===== src/annexb_nal_unit_splitter_defines.svh =====
// assertion macros for the annex b nal unit splitter
// used by the top level only; expects clk and rst_n in scope
`ifndef ANNEXB_NAL_UNIT_SPLITTER_DEFINES_SVH
`define ANNEXB_NAL_UNIT_SPLITTER_DEFINES_SVH

// same-cycle implication, checked outside reset
`define NALSP_ASSERT_NOW(label, ante, cons) \
  label: assert property (@(posedge clk) disable iff (!rst_n) (ante) |-> (cons)) \
    else $error("nalsp check failed");

// next-cycle implication, checked outside reset
`define NALSP_ASSERT_NEXT(label, ante, cons) \
  label: assert property (@(posedge clk) disable iff (!rst_n) (ante) |=> (cons)) \
    else $error("nalsp check failed");

`endif


===== src/nalsp_pkg.sv =====
// shared types, constants and helpers for the annex b nal unit splitter
// no dependencies
package nalsp_pkg;

  localparam int unsigned MAX_NALS = 5;

  localparam logic [23:0] COUNT_MAX = 24'hFFFFFF;
  localparam logic [3:0]  MAX_NALS_W = 4'(MAX_NALS);

  localparam logic [5:0] END_FIRST_RST  = 6'd19;
  localparam logic [5:0] END_SECOND_RST = 6'd1;

  localparam logic [7:0] BYTE_ZERO = 8'h00;
  localparam logic [7:0] BYTE_ONE  = 8'h01;

  // configuration register indexes
  typedef enum logic [0:0] {
    CFG_END_FIRST  = 1'b0,
    CFG_END_SECOND = 1'b1
  } cfg_idx_t;

  // access unit closing types
  typedef struct packed {
    logic [5:0] first;
    logic [5:0] second;
  } end_types_t;

  // one finished nal record
  typedef struct packed {
    logic [5:0]  nal_type;
    logic [23:0] nal_length;
    logic [2:0]  nal_index;
    logic        unit_end;
    logic        index_overflow;
  } nal_rec_t;

  // scanner result for the beat being taken
  typedef struct packed {
    logic     emit;
    nal_rec_t rec;
  } scan_res_t;

  // saturating byte count increment
  function automatic logic [23:0] sat_inc(input logic [23:0] v);
    sat_inc = (v == COUNT_MAX) ? COUNT_MAX : v + 24'd1;
  endfunction

endpackage


===== src/nalsp_stream_if.sv =====
// valid/ready channel interfaces for byte input and nal records
// no dependencies
interface nalsp_in_if;
  logic       valid;
  logic       ready;
  logic [7:0] data_byte;

  modport source (output valid, output data_byte, input ready);
  modport sink (input valid, input data_byte, output ready);
endinterface

interface nalsp_out_if;
  logic        valid;
  logic        ready;
  logic [5:0]  nal_type;
  logic [23:0] nal_length;
  logic [2:0]  nal_index;
  logic        unit_end;
  logic        index_overflow;

  modport source (output valid, output nal_type, output nal_length, output nal_index,
                  output unit_end, output index_overflow, input ready);
  modport sink (input valid, input nal_type, input nal_length, input nal_index,
                input unit_end, input index_overflow, output ready);
endinterface


===== src/nalsp_cfg_regs.sv =====
// end-of-unit type registers written through the plain write port
// depends on nalsp_pkg
module nalsp_cfg_regs import nalsp_pkg::*; (
  input  logic       clk,
  input  logic       rst_n,
  input  logic       cfg_we,
  input  cfg_idx_t   cfg_index,
  input  logic [5:0] cfg_wdata,
  output end_types_t end_types
);

  end_types_t end_types_r;

  // register writes
  always_ff @(posedge clk) begin
    if (!rst_n) begin
      end_types_r.first  <= END_FIRST_RST;
      end_types_r.second <= END_SECOND_RST;
    end else if (cfg_we) begin
      case (cfg_index)
        CFG_END_FIRST:  end_types_r.first  <= cfg_wdata;
        CFG_END_SECOND: end_types_r.second <= cfg_wdata;
        default: ;
      endcase
    end
  end

  assign end_types = end_types_r;

endmodule


===== src/nalsp_scanner.sv =====
// start code matcher, nal byte counter and access unit index tracking
// depends on nalsp_pkg
module nalsp_scanner import nalsp_pkg::*; (
  input  logic       clk,
  input  logic       rst_n,
  input  logic       step,
  input  logic [7:0] data_byte,
  input  end_types_t end_types,
  output scan_res_t  res
);

  logic [23:0] hist_r, hist_nxt;
  logic [1:0]  hv_r, hv_nxt;
  logic        in_nal_r, in_nal_nxt;
  logic        hdr_r, hdr_nxt;
  logic [5:0]  type_r, type_nxt;
  logic [23:0] count_r, count_nxt;
  logic [2:0]  idx_r, idx_nxt;
  logic        ovf_r, ovf_nxt;

  logic        start_hit;
  logic        four_byte;
  logic [23:0] zeros;
  logic        ends;
  logic [23:0] len;

  // pattern match on history and incoming beat
  assign start_hit = !hdr_r && (data_byte == BYTE_ONE) && (hv_r >= 2'd2) &&
                     (hist_r[15:0] == {BYTE_ZERO, BYTE_ZERO});
  assign four_byte = (hv_r == 2'd3) && (hist_r[23:16] == BYTE_ZERO);
  assign zeros     = four_byte ? 24'd3 : 24'd2;
  assign ends      = (type_r == end_types.first) || (type_r == end_types.second);

  // length of the closing nal without the zeros of the new start code
  always_comb begin
    if (count_r == COUNT_MAX)  len = COUNT_MAX;
    else if (count_r >= zeros) len = count_r - zeros;
    else                       len = '0;
  end

  // record for the nal that this start code closes
  always_comb begin
    res.emit               = start_hit && in_nal_r;
    res.rec.nal_type       = type_r;
    res.rec.nal_length     = len;
    res.rec.nal_index      = idx_r;
    res.rec.unit_end       = ends;
    res.rec.index_overflow = ovf_r;
  end

  // next state for one beat
  always_comb begin
    hist_nxt   = hist_r;
    hv_nxt     = hv_r;
    in_nal_nxt = in_nal_r;
    hdr_nxt    = hdr_r;
    type_nxt   = type_r;
    count_nxt  = count_r;
    idx_nxt    = idx_r;
    ovf_nxt    = ovf_r;
    if (hdr_r) begin
      // header byte opens the nal
      type_nxt   = data_byte[6:1];
      count_nxt  = sat_inc(count_r);
      hdr_nxt    = 1'b0;
      in_nal_nxt = 1'b1;
      hist_nxt   = '0;
      hv_nxt     = '0;
    end else if (start_hit) begin
      if (in_nal_r) begin
        if (ends) begin
          idx_nxt = '0;
          ovf_nxt = 1'b0;
        end else if ({1'b0, idx_r} + 4'd1 >= MAX_NALS_W) begin
          ovf_nxt = 1'b1;
        end else begin
          idx_nxt = idx_r + 3'd1;
        end
      end
      hdr_nxt    = 1'b1;
      in_nal_nxt = 1'b0;
      count_nxt  = zeros + 24'd1;
      hist_nxt   = '0;
      hv_nxt     = '0;
    end else begin
      if (in_nal_r) count_nxt = sat_inc(count_r);
      hist_nxt = {hist_r[15:0], data_byte};
      if (hv_r != 2'd3) hv_nxt = hv_r + 2'd1;
    end
  end

  // state registers, updated on each accepted beat
  always_ff @(posedge clk) begin
    if (!rst_n) begin
      hist_r   <= '0;
      hv_r     <= '0;
      in_nal_r <= 1'b0;
      hdr_r    <= 1'b0;
      type_r   <= '0;
      count_r  <= '0;
      idx_r    <= '0;
      ovf_r    <= 1'b0;
    end else if (step) begin
      hist_r   <= hist_nxt;
      hv_r     <= hv_nxt;
      in_nal_r <= in_nal_nxt;
      hdr_r    <= hdr_nxt;
      type_r   <= type_nxt;
      count_r  <= count_nxt;
      idx_r    <= idx_nxt;
      ovf_r    <= ovf_nxt;
    end
  end

endmodule


===== src/nalsp_out_stage.sv =====
// result register that holds one nal record until the sink takes it
// depends on nalsp_pkg
module nalsp_out_stage import nalsp_pkg::*; (
  input  logic      clk,
  input  logic      rst_n,
  input  logic      load,
  input  nal_rec_t  rec_in,
  input  logic      take,
  output logic      space,
  output logic      valid,
  output nal_rec_t  rec_out
);

  logic     valid_r;
  nal_rec_t rec_r;

  // room for a new record when empty or being drained this cycle
  assign space = !valid_r || take;

  always_ff @(posedge clk) begin
    if (!rst_n) begin
      valid_r <= 1'b0;
    end else if (load) begin
      valid_r <= 1'b1;
    end else if (take) begin
      valid_r <= 1'b0;
    end
  end

  // payload, no reset needed
  always_ff @(posedge clk) begin
    if (load) begin
      rec_r <= rec_in;
    end
  end

  assign valid   = valid_r;
  assign rec_out = rec_r;

endmodule


===== src/annexb_nal_unit_splitter.sv =====
// top level of the annex b nal unit splitter
// depends on nalsp_pkg, nalsp_stream_if, nalsp_cfg_regs, nalsp_scanner, nalsp_out_stage
//
//  channel | dir | beat
//  --------+-----+---------------------------------------------------------
//  in_s    | in  | data_byte, one stream byte
//  out_m   | out | nal_type, nal_length, nal_index, unit_end, index_overflow
//  cfg_*   | in  | cfg_we, cfg_index, cfg_wdata (end type registers)
//
// one byte is taken per cycle while input ready is high; a record appears in the
// cycle after the byte that completes the next start code. the scanner state and
// the result register are the only storage on the path. reset is synchronous and
// clears all control state. outside reset, input ready drops only while a record
// waits in the result register and the sink holds out_m.ready low.
`include "annexb_nal_unit_splitter_defines.svh"

module annexb_nal_unit_splitter import nalsp_pkg::*; (
  input  logic             clk,
  input  logic             rst_n,
  nalsp_in_if.sink         in_s,
  nalsp_out_if.source      out_m,
  input  logic             cfg_we,
  input  cfg_idx_t         cfg_index,
  input  logic [5:0]       cfg_wdata
);

  end_types_t end_types;
  scan_res_t  scan;
  nal_rec_t   rec_q;
  logic       space;
  logic       step;
  logic       out_valid;

  assign in_s.ready = rst_n && space;
  assign step       = in_s.valid && in_s.ready;

  nalsp_cfg_regs u_cfg (
    .clk       (clk),
    .rst_n     (rst_n),
    .cfg_we    (cfg_we),
    .cfg_index (cfg_index),
    .cfg_wdata (cfg_wdata),
    .end_types (end_types)
  );

  nalsp_scanner u_scan (
    .clk       (clk),
    .rst_n     (rst_n),
    .step      (step),
    .data_byte (in_s.data_byte),
    .end_types (end_types),
    .res       (scan)
  );

  nalsp_out_stage u_out (
    .clk     (clk),
    .rst_n   (rst_n),
    .load    (step && scan.emit),
    .rec_in  (scan.rec),
    .take    (out_m.ready),
    .space   (space),
    .valid   (out_valid),
    .rec_out (rec_q)
  );

  // drive the result channel
  assign out_m.valid          = out_valid;
  assign out_m.nal_type       = rec_q.nal_type;
  assign out_m.nal_length     = rec_q.nal_length;
  assign out_m.nal_index      = rec_q.nal_index;
  assign out_m.unit_end       = rec_q.unit_end;
  assign out_m.index_overflow = rec_q.index_overflow;

  // checks
  `NALSP_ASSERT_NOW(a_stall_blocks_input, out_m.valid && !out_m.ready, !in_s.ready)
  `NALSP_ASSERT_NEXT(a_emit_reaches_output, step && scan.emit, out_m.valid)
  `NALSP_ASSERT_NOW(a_overflow_index, out_m.valid && out_m.index_overflow, out_m.nal_index == 3'(MAX_NALS - 1))

endmodule


===== src/flat_wrapper.sv =====
// flat-port wrapper written by rule: the top's interface ports become plain ports
module annexb_nal_unit_splitter_flat import nalsp_pkg::*;
  (clk, rst_n, cfg_we, cfg_index, cfg_wdata, in_s_valid, in_s_data_byte, in_s_ready, out_m_valid, out_m_nal_type, out_m_nal_length, out_m_nal_index, out_m_unit_end, out_m_index_overflow, out_m_ready);
  nalsp_in_if in_s_i ();
  nalsp_out_if out_m_i ();
  input  logic clk;
  input  logic rst_n;
  input  logic cfg_we;
  input  cfg_idx_t cfg_index;
  input  logic [5:0] cfg_wdata;
  input wire logic [$bits(in_s_i.valid)-1:0] in_s_valid;
  input wire logic [$bits(in_s_i.data_byte)-1:0] in_s_data_byte;
  output wire logic [$bits(in_s_i.ready)-1:0] in_s_ready;
  output wire logic [$bits(out_m_i.valid)-1:0] out_m_valid;
  output wire logic [$bits(out_m_i.nal_type)-1:0] out_m_nal_type;
  output wire logic [$bits(out_m_i.nal_length)-1:0] out_m_nal_length;
  output wire logic [$bits(out_m_i.nal_index)-1:0] out_m_nal_index;
  output wire logic [$bits(out_m_i.unit_end)-1:0] out_m_unit_end;
  output wire logic [$bits(out_m_i.index_overflow)-1:0] out_m_index_overflow;
  input wire logic [$bits(out_m_i.ready)-1:0] out_m_ready;
  assign in_s_i.valid = in_s_valid;
  assign in_s_i.data_byte = in_s_data_byte;
  assign in_s_ready = in_s_i.ready;
  assign out_m_valid = out_m_i.valid;
  assign out_m_nal_type = out_m_i.nal_type;
  assign out_m_nal_length = out_m_i.nal_length;
  assign out_m_nal_index = out_m_i.nal_index;
  assign out_m_unit_end = out_m_i.unit_end;
  assign out_m_index_overflow = out_m_i.index_overflow;
  assign out_m_i.ready = out_m_ready;
  annexb_nal_unit_splitter u_core (.clk(clk), .rst_n(rst_n), .in_s(in_s_i), .out_m(out_m_i), .cfg_we(cfg_we), .cfg_index(cfg_index), .cfg_wdata(cfg_wdata));
endmodule

===== config.mk =====
export PLATFORM = sky130hd
export DESIGN_NAME = annexb_nal_unit_splitter_flat
export DESIGN_NICKNAME = d
export VERILOG_FILES = /design/src/nalsp_pkg.sv /design/src/nalsp_stream_if.sv /design/src/nalsp_cfg_regs.sv /design/src/nalsp_scanner.sv /design/src/nalsp_out_stage.sv /design/src/annexb_nal_unit_splitter.sv /design/src/flat_wrapper.sv
export VERILOG_INCLUDE_DIRS = /design/src /design/src/src
export SDC_FILE = /design/constraint.sdc
export NUM_CORES = 1
export LEC_CHECK = 0
export BUFFER_PORTS_ARGS = -buffer_cell sky130_fd_sc_hd__buf_2
export CORE_UTILIZATION = 55
export DETAILED_ROUTE_END_ITERATION = 7
export PLACE_DENSITY = 0.75
export SLEW_MARGIN = 20
export SYNTH_ARGS = -nofsm -noshare
export SYNTH_HDL_FRONTEND = slang
export SYNTH_SLANG_ARGS = --single-unit

===== constraint.sdc =====
create_clock -name clk -period 9.7 [get_ports clk]
set_input_delay 1.94 -clock clk [delete_from_list [all_inputs] [get_ports clk]]
set_output_delay 1.94 -clock clk [all_outputs]
set_load 0.02 [all_outputs]

# Word level (Yosys, flattened, before mapping)
# Cells that the tools add are included.
[op_classes]
add_sub_neg = 6
magnitude_cmp = 3
eq_ne = 7
mux = 21
bitwise = 2
reduce_logical = 27
[op_table]
columns = ["operator", "count"]
rows = [
  ["$mux 24", 7],
  ["$add 24x1->24 const B", 1],
  ["$eq 24x24->1 const B", 1],
  ["$ge 24x2->1", 1],
  ["$sub 24x2->24", 1],
  ["$logic_not 16->1", 1],
  ["$eq 6x6->1", 2],
  ["$reduce_and 2->1", 6],
  ["$reduce_and 5->1", 2],
  ["$mux 1", 9],
  ["$eq 8x1->1 const B", 1],
  ["$logic_and 1x1->1", 8],
  ["$logic_not 8->1", 1],
  ["$mux 2", 3],
  ["$mux 3", 2],
  ["$reduce_bool 2->1", 3],
  ["$reduce_bool 3->1", 2],
  ["$add 3x1->4 const B", 1],
  ["$ge 4x3->1 const B", 1],
  ["$ne 2x2->1 const B", 2],
  ["$add 2x1->3 const B", 1],
  ["$add 3x1->3 const B", 1],
  ["$add 2x1->2 const B", 1],
  ["$eq 2x2->1 const B", 1],
  ["other kinds (4)", 7],
]
[word_totals]
ff_bits = 110
inputBits = 20
out_inout_bits = 37
elab_cells = 82

# Logic depth before layout (Yosys ltp)
# Gate-level depths: netlist (run 1).
[logic_depth]
ltp_word = 7
ltp_mapped = 11
ltp_nobuf = 10

# By module
# From an unflattened synthesis (run 1), not the netlist that was laid out.
[hier_totals]
cells_unflattened = 636
hier_area_um2 = 5604.1
[by_module_without_submodules]
columns = ["mod", "instances", "cells_each", "area_each_um2"]
rows = [
  ["nalsp_scanner", 1, 543, 4006.3],
  ["nalsp_out_stage", 1, 39, 1099.8],
  ["nalsp_cfg_regs", 1, 51, 474.2],
  ["annexb_nal_unit_splitter", 1, 3, 23.8],
]

# Worst setup path before layout (run 1)
# Ideal clock, no wire load.
[synth_timing]
path_type = "in2reg"
startpoint = "input port in_s_data_byte[4]"
endpoint = "register u_core.u_out.rec_r, in the netlist u_core.u_out.rec_out[0] (enable)"
setup_ns = 0.390
t_arrival_ns = 4.298
t_required_ns = 9.310
path_slack_ns = 5.012
path_stages = 7
path_cell_list = "or4_1 nor4_1 and3_1 clkbuf_1 clkbuf_1 nand3_1 inv_1"
[synth_via]
elab_chain_len = 6
[synth_lines]
columns = ["item", "line", "rtl"]
rows = [
  ["from (decl)", "flat_wrapper.sv:12", "input wire logic [$bits(in_s_i.data_byte)-1:0] in_s_data_byte;"],
  ["$eq 8x1->1", "nalsp_scanner.sv:28", "assign start_hit = !hdr_r && (data_byte == BYTE_ONE) && (hv_r >= 2'd2) &&"],
  ["$logic_and 1x1->1 (3 in series)", "nalsp_scanner.sv:28", ""],
  ["$logic_and 1x1->1", "nalsp_scanner.sv:43", "res.emit = start_hit && in_nal_r;"],
  ["$logic_and 1x1->1", "annexb_nal_unit_splitter.sv:58", ".load (step && scan.emit),"],
  ["net u_core.u_out.load", "nalsp_out_stage.sv:6", "input logic load,"],
  ["to (signal assigned)", "nalsp_out_stage.sv:33", "rec_r <= rec_in;"],
  ["to (decl)", "nalsp_out_stage.sv:15", "nal_rec_t rec_r;"],
]
# The timed path passes the listed nets, and every way through them passes these cells.
# A chain may end at the register's enable or synchronous reset.

# Worst setup path in the final report (run 1)
[layout_timing]
startpoint = "input port in_s_data_byte[4]"
endpoint = "register u_core.u_out.rec_r, in the netlist u_core.u_out.rec_out[12] (enable)"
# Same word-level chain as after synthesis.

==> results of run 1 <==
==> routing by layer <==
layer | GRT usage (%) | routed length [um] | vias up
li1 | - | - | 2141
met3 | 3.58 | 606 | 18
met2 | 41.7 | 5610 | 156
met4 | 9.84 | 208 | 0
met1 | 30.1 | 4860 | 2041
met5 | 0 | 0 | -
==> layout make-up <==
cell class | instances | share of cell area (%)
Inverter | 18 | 1.19
Timing Repair Buffer | 62 | 5.78
Clock inverter | 6 | 0.922
Tap cell | 111 | 2.44
Clock buffer | 10 | 2.24
Multi-Input combinational cell | 401 | 42.6
Sequential cell | 110 | 44.8
==> metrics by stage <==
step	setup WS (ns)	util, %	cell area [um2]
after CTS	5.01	61.8	5690
final	5.01	62.0	5700
after floorplan	5.01	-	5220
after global routing	4.71	62.0	5700
after detailed placement	4.62	59.9	5510
after global placement	4.70	59.9	5510
==> how the worst max path moves through the flow <==
stage | start | cells past startpoint | slack, ns | endpoint
floorplan | in_s_data_byte[4] | 7 | 5.01 | u_core.u_out.rec_out[0]$_DFFE_PP_
global placement | in_s_data_byte[4] | 7 | 4.70 | u_core.u_out.rec_out[5]$_SDFFCE_PP1P_
detailed placement | in_s_data_byte[4] | 7 | 4.62 | u_core.u_out.rec_out[6]$_SDFFCE_PP1P_
CTS | in_s_data_byte[4] | 7 | 5.01 | u_core.u_out.rec_out[12]$_SDFFCE_PP1P_
global route | in_s_data_byte[4] | 7 | 4.71 | u_core.u_out.rec_out[12]$_SDFFCE_PP1P_
finish | in_s_data_byte[4] | 7 | 5.01 | u_core.u_out.rec_out[12]$_SDFFCE_PP1P_
==> cells in the final DEF (no fill, tap or decap), drive strengths merged, types with 5 or more instances in the layout <==
cell,Yosys,routed
xnor2,29,29
nor3,26,26
o31ai,6,6
nor4,15,15
a21oi,45,45
nand3,30,30
clkbuf,33,10
nor3b,5,5
a22o,24,24
ha,8,8
or3,6,6
buf,7,62
nor2,46,46
or4,7,7
inv,18,22
edfxtp,35,35
o21ai,36,36
nand2,53,53
nand4,12,12
dfxtp,75,75
==> critical path, delay by kind of cell <==
family	cells	cell delay [ns]
AND/OR/NAND/NOR	4	1.97
buffers and inverters	3	0.79
==> power by group <==
group | switching [uW] | total [uW] | internal, uW | leakage, uW
Combinational | 21.4 | 36.3 | 14.8 | 0.00104
Sequential | 6.20 | 486 | 479 | 0.000910
Clock | 162 | 261 | 98.5 | 0.0000937
Total | 190 | 783 | 593 | 0.00204
==> state kept, by name, summed over array words and instances (netlist names), 2 cells and up <==
register,count
u_core.u_scan.hist_r,24
u_core.u_scan.count_r,24
u_core.u_cfg.end_types,12
u_core.u_out.rec_out,35
u_core.u_scan.type_r,6
u_core.u_scan.idx_r,3
u_core.u_scan.hv_r,2
==> logic make-up (layout without fill, tap and decap cells) <==
group	Yosys count	in the layout	share of synthesized area [%]
xor gates and xnor gates	31	31	5.20
DFF	110	110	48.9
adders and majority gates	8	8	1.92
buffers and inverters	58	96	4.60
and+or+nand+nor	225	225	22.4
AOI/OAI and AO/OA	136	136	16.7
muxes	1	1	0.216
==> flow_metrics.tcl, run 1 <==
set metrics [dict create \
    cp_cell_sequence "buf_2, or4_1, nor4_1, and3_1, nand3_1, inv_1, buf_4" \
    path_class "input pin to register" \
    drcViolationCount 0 \
    synth-edff-count 35 \
    power_density_nw_per_um2 137 \
    synth_cell_types 58 \
    min_to "u_core.u_out.rec_out[0]$_DFFE_PP_" \
    syn_nets 597 \
    cap_violations 0 \
    peakVddDrop_v 0.0000803 \
    dp_hpwl_mm 8.01 \
    holdWs_ns 0.448 \
    async_reset_ff_share_pct 0 \
    core.rowCount 35 \
    synth_area_per_cell_um2 9.17 \
    cts_setup_buffers 0 \
    grt_first_pass_wirelength_mm 18.9 \
    coreArea_um2 9200 \
    max_stage_delay_ns 0.80 \
    slew-limit-headroom_pct 42.5 \
    clock_latency_ns 0.38 \
    syn_area_um2 5220 \
    layout.nets 630 \
    finalCritPeriodShare_pct 48.4 \
    arrival_ns 4.73 \
    overflow 0 \
    syn2layout_area_growth_pct 9.21 \
    synth_ff_type "dfxtp_1" \
    register_area_um2 2550 \
    startpoint_type "input pin" \
    via_count 4356 \
    layout_min_cycle_time_ns 4.69 \
    place.gp.congestion 0.852 \
    min_path_cells 0 \
    cts-hold-fix-buffers 0 \
    drtAntennaViolNets 0 \
    finalMaxSlewViolations 0 \
    drt-initial-drc-count 219 \
    yosysWarnings 0 \
    synth_top_area_share_pct 28.8 \
    setup_viol 0 \
    hold_viol_final 0 \
    yosys.area.top_type "dfxtp_1" \
    cp-end-kind "register" \
    tightest_slew_ns 0.854 \
    finClkSkew_ns 0.0151 \
    synthTopCellsByCount "75 x dfxtp_1, 53 x nand2_1, 44 x a21oi_1, 43 x nor2_1" \
    power_leakage_uw 0.00204 \
    grt_pass1_vias 4014 \
    drive_gt1_share_pct 15.5 \
    syn-instance-count 569 \
    synth-seq-area-share_pct 48.9 \
    cts_sinks 110 \
    multi_input_area_um2 2430 \
    path_max_fanout 30 \
    drtPass1Iterations 5 \
    start_util_pct 56.7 \
    cts_buffer_depth 2 \
    reg2reg_from "u_core.u_scan.count_r[10]$_SDFFE_PN0P_" \
    ys_top_cells_by_area "dfxtp_1 29%, edfxtp_1 20%, xnor2_1 4.9%" \
    grt_max_degree 42 \
    status "finished clean" \
    post_drt_wl_per_cell_um 15.7 \
    instances_no_fill 718 \
    r2r_setup_slack_ns 6.30 \
    postCtsResizedCells 0 \
    reg2reg_to "u_core.u_out.rec_out[7]$_SDFFCE_PP1P_" \
    pin_count 57 \
    cp.required_ns 9.74 \
    drt_wl_total_mm 11.3 \
    cp_slowest_cell "and3_1" \
    clk_pin_slew_ns 0.10 \
    port_buffers 56 \
    cts_made_buffers 9 \
    die_x_um 99.4 \
    finalPower_uw 783 \
    cts.htree.levels 3 \
    antenna_found_initial 0 \
    rsz0062_at_grt "no" \
    hold_class "register to register" \
    cts_tree "built" \
    grtUsageTotal_pct 24.0 \
    clockRootBuffer "clkbuf_8" \
    fp.dieH_um 99.4 \
    via_per_inst 6.07 \
    yosys_register_bits 110 \
    fillers 807 \
    fmax_mhz 213 \
    dieArea_um2 9880 \
    setup_tns_ns 0 \
    n_antenna_cell 0 \
    place_inst 701 \
    min-delay-start "u_core.u_scan.ovf_r$_SDFFE_PN0P_" \
    yosysMostFrequentCell "dfxtp_1" \
    r2r.worst_path.cells 7 \
]
Note: power is estimated with default switching activity, not from simulation.
==> inputs of run 2 (changes only) <==
--- a/config.mk
+++ b/config.mk
@@ -6,6 +6,7 @@
 export SDC_FILE = /design/constraint.sdc
 export NUM_CORES = 1
 export LEC_CHECK = 0
+export ABC_AREA = 1
 export BUFFER_PORTS_ARGS = -buffer_cell sky130_fd_sc_hd__buf_2
 export CORE_UTILIZATION = 55
 export DETAILED_ROUTE_END_ITERATION = 7
==> constraint.sdc (replaced) <==
create_clock -name clk -period 4.55 [get_ports clk]
set_input_delay 0.91 -clock clk [delete_from_list [all_inputs] [get_ports clk]]
set_output_delay 0.91 -clock clk [all_outputs]
set_load 0.02 [all_outputs]
==> run 2 against run 1 <==
Clock power increased by 140%; non-clock buffer count decreased by 4; global-route usage increased by 1.3 points; final cell count increased by 40%; sequential power increased by 110%; sequential share of layout area decreased by 4.9 points; worst setup slack got worse by 3.3 ns; die area increased by 13%; synthesized cell count increased by 46%.
==> flow_metrics.tcl, run 2 <==
set metrics [dict create \
    status "finished clean" \
    cap_violations 0 \
    port_buffers 56 \
    synth_adder_area_share_pct 1.70 \
    drive_gt1_share_pct 10.5 \
    cts_tree "built" \
    max_stage_delay_ns 0.72 \
    dp_hpwl_mm 9.87 \
    yosys.area.top_type "dfxtp_1" \
    met2_usage_pct 44.8 \
    clk_pin_slew_ns 0.10 \
    syn2layout_area_growth_pct 8.46 \
    layout.nets 889 \
    synth_ff_type "dfxtp_1" \
    cts_made_buffers 9 \
    finClkSkew_ns 0.00644 \
    syn-instance-count 830 \
    path_buf_inv 3 \
    synthXorXnorAreaFrac_pct 2.67 \
    grt.busiest_layer "met2" \
    cp.required_ns 4.56 \
    synth_cell_types 37 \
    core.rowCount 37 \
    rsz0062_at_grt "no" \
    yosys_register_bits 110 \
    async_reset_ff_share_pct 0 \
    finalMaxSlewViolations 0 \
    finalPower_uw 1770 \
    power_leakage_uw 0.00288 \
    synthMuxAreaShare_pct 0 \
    grt_first_pass_wirelength_mm 22.6 \
    setup_tns_ns 0 \
    cts-hold-fix-buffers 0 \
    arrival_ns 2.90 \
    startpoint_type "input pin" \
    n_antenna_cell 0 \
    grt_pass1_vias 4990 \
    die_x_um 106 \
    synth_top_family_by_area "simple AND/OR/NAND/NOR gates" \
    slew-limit-headroom_pct 38.8 \
    pin_count 57 \
    place.gp.congestion 0.853 \
    ys_top_cells_by_area "dfxtp_1 25%, edfxtp_1 18%, nand2_1 14%" \
    syn_area_um2 5900 \
    synthTopCellsByCount "224 x nand2_1, 111 x nor2_1, 97 x inv_1, 75 x dfxtp_1, 72 x nand3_1" \
    largest_register_ffs 35 \
    dieArea_um2 11100 \
    fillers 967 \
    fmax_mhz 347 \
    post_drt_wl_per_cell_um 13.4 \
    yosysMostFrequentCell "nand2_1" \
    postCtsResizedCells 0 \
    clockRootBuffer "clkbuf_8" \
    yosys.area_share.simple_pct 32.2 \
    synth_compound_area_share_pct 10.6 \
    start_util_pct 56.9 \
    cts.htree.levels 3 \
    r2r_setup_slack_ns 1.72 \
    syn_nets 858 \
    synth_top_area_share_pct 25.5 \
    cp_top_family "simple AND/OR/NAND/NOR gates" \
    cts_setup_buffers 0 \
    via_per_inst 5.25 \
    cts_buffer_depth 2 \
    met1_usage_pct 31.5 \
    grt_max_degree 45 \
    finalCritPeriodShare_pct 63.4 \
    fp.dieH_um 106 \
    path_max_fanout 35 \
    power_density_nw_per_um2 276 \
    synth-edff-count 35 \
    path_class "input pin to register" \
    drt_wl_total_mm 13.4 \
    peakVddDrop_v 0.000172 \
    setup_viol 0 \
    met3_usage_pct 2.84 \
    coreArea_um2 10400 \
    drtAntennaViolNets 0 \
    grtUsageTotal_pct 25.3 \
    antenna_found_initial 0 \
    drt-initial-drc-count 279 \
    yosysWarnings 0 \
    via_count 5257 \
    clock_latency_ns 0.38 \
    hold_class "register to register" \
    synth_area_per_cell_um2 7.11 \
    tightest_slew_ns 0.916 \
    cp_slowest_cell "nor2_4" \
    drtPass1Iterations 5 \
    synth-seq-area-share_pct 43.3 \
    cts_sinks 110 \
    overflow 0 \
    drcViolationCount 0 \
    layout_min_cycle_time_ns 2.88 \
    hold_viol_final 0 \
    cp-end-kind "register" \
    layout_common_cells "224 x nand2_1, 110 x nor2_1, 97 x inv_1" \
    cp_cell_sequence "buf_2, inv_2, nor2_2, nand2_2, inv_1, nand2_1, nor2_4" \
    final_common_cell "nand2_1" \
]
run 2: through the flow:
step	std cells	hold WS [ns]	util (%)	area (um2)	setup slack, ns
finish	1002	0.461	61.7	6400	1.67
global route	1002	0.464	61.7	6400	1.39
CTS	1002	0.465	61.7	6400	1.63
detailed placement	986	0.437	59.7	6190	1.23
global placement	986	0.417	59.7	6190	1.32
floorplan	830	0.408	-	5900	0.590
run 2: worst register-to-register path, cell delays in order, from the launching register on:
cell and delay, ns:
dfxtp_1 0.40, ha_1 0.19, inv_1 0.06, nor3_1 0.13, nand2_1 0.12, inv_1 0.08, ha_1 0.15, inv_1 0.06
ha_1 0.20, or2_4 0.31, nor2_8 0.15, nand4_4 0.12, nor2_4 0.35, inv_2 0.13, nand2_1 0.09, nand2_1 0.05
run 2: final timing paths:
path	startpoint	to	cells past startpoint
worst max-delay path	rst_n	u_core.u_out.rec_out[5]$_SDFFCE_PP1P_	7
worst min register to register	u_core.u_scan.ovf_r$_SDFFE_PN0P_	u_core.u_out.rec_out[0]$_DFFE_PP_	0
worst max register to register	u_core.u_scan.hv_r[1]$_SDFFE_PN0P_	u_core.u_out.rec_out[6]$_SDFFCE_PP1P_	15
worst min-delay path	u_core.u_scan.ovf_r$_SDFFE_PN0P_	u_core.u_out.rec_out[0]$_DFFE_PP_	0
run 2: per-layer routing:
layer  routed length, um  share of wire [%]
met1                5890                 44
met2                6590                 49
met3                 649                4.9
met4                 252                1.9
met5                   0                  0
run 2: power breakdown:
part           switching (uW)  internal, uW  total [uW]
combinational            71.1          37.3         108
clock                     340           283         623
sequential               11.2          1020        1040
total                     422          1340        1770
run 2: cell type report:
| type | count | area (um2) | area share [%] |
|---|---|---|---|
| Timing Repair Buffer | 58 | 295 | 4.61 |
| Tap cell | 136 | 170 | 2.66 |
| Sequential cell | 110 | 2550 | 39.9 |
| Multi-Input combinational cell | 581 | 2790 | 43.6 |
| Clock buffer | 13 | 191 | 2.99 |
| Clock inverter | 3 | 20.0 | 0.313 |
| Inverter | 101 | 379 | 5.92 |
run 2: cell families after synthesis:
kind of cell             Yosys count
AO/OA/AOI/OAI                    110
XOR/XNOR                          18
adder cells (fa/ha/maj)            8
buffers and inverters            139
flip-flops                       110
AND/OR/NAND/NOR                  445
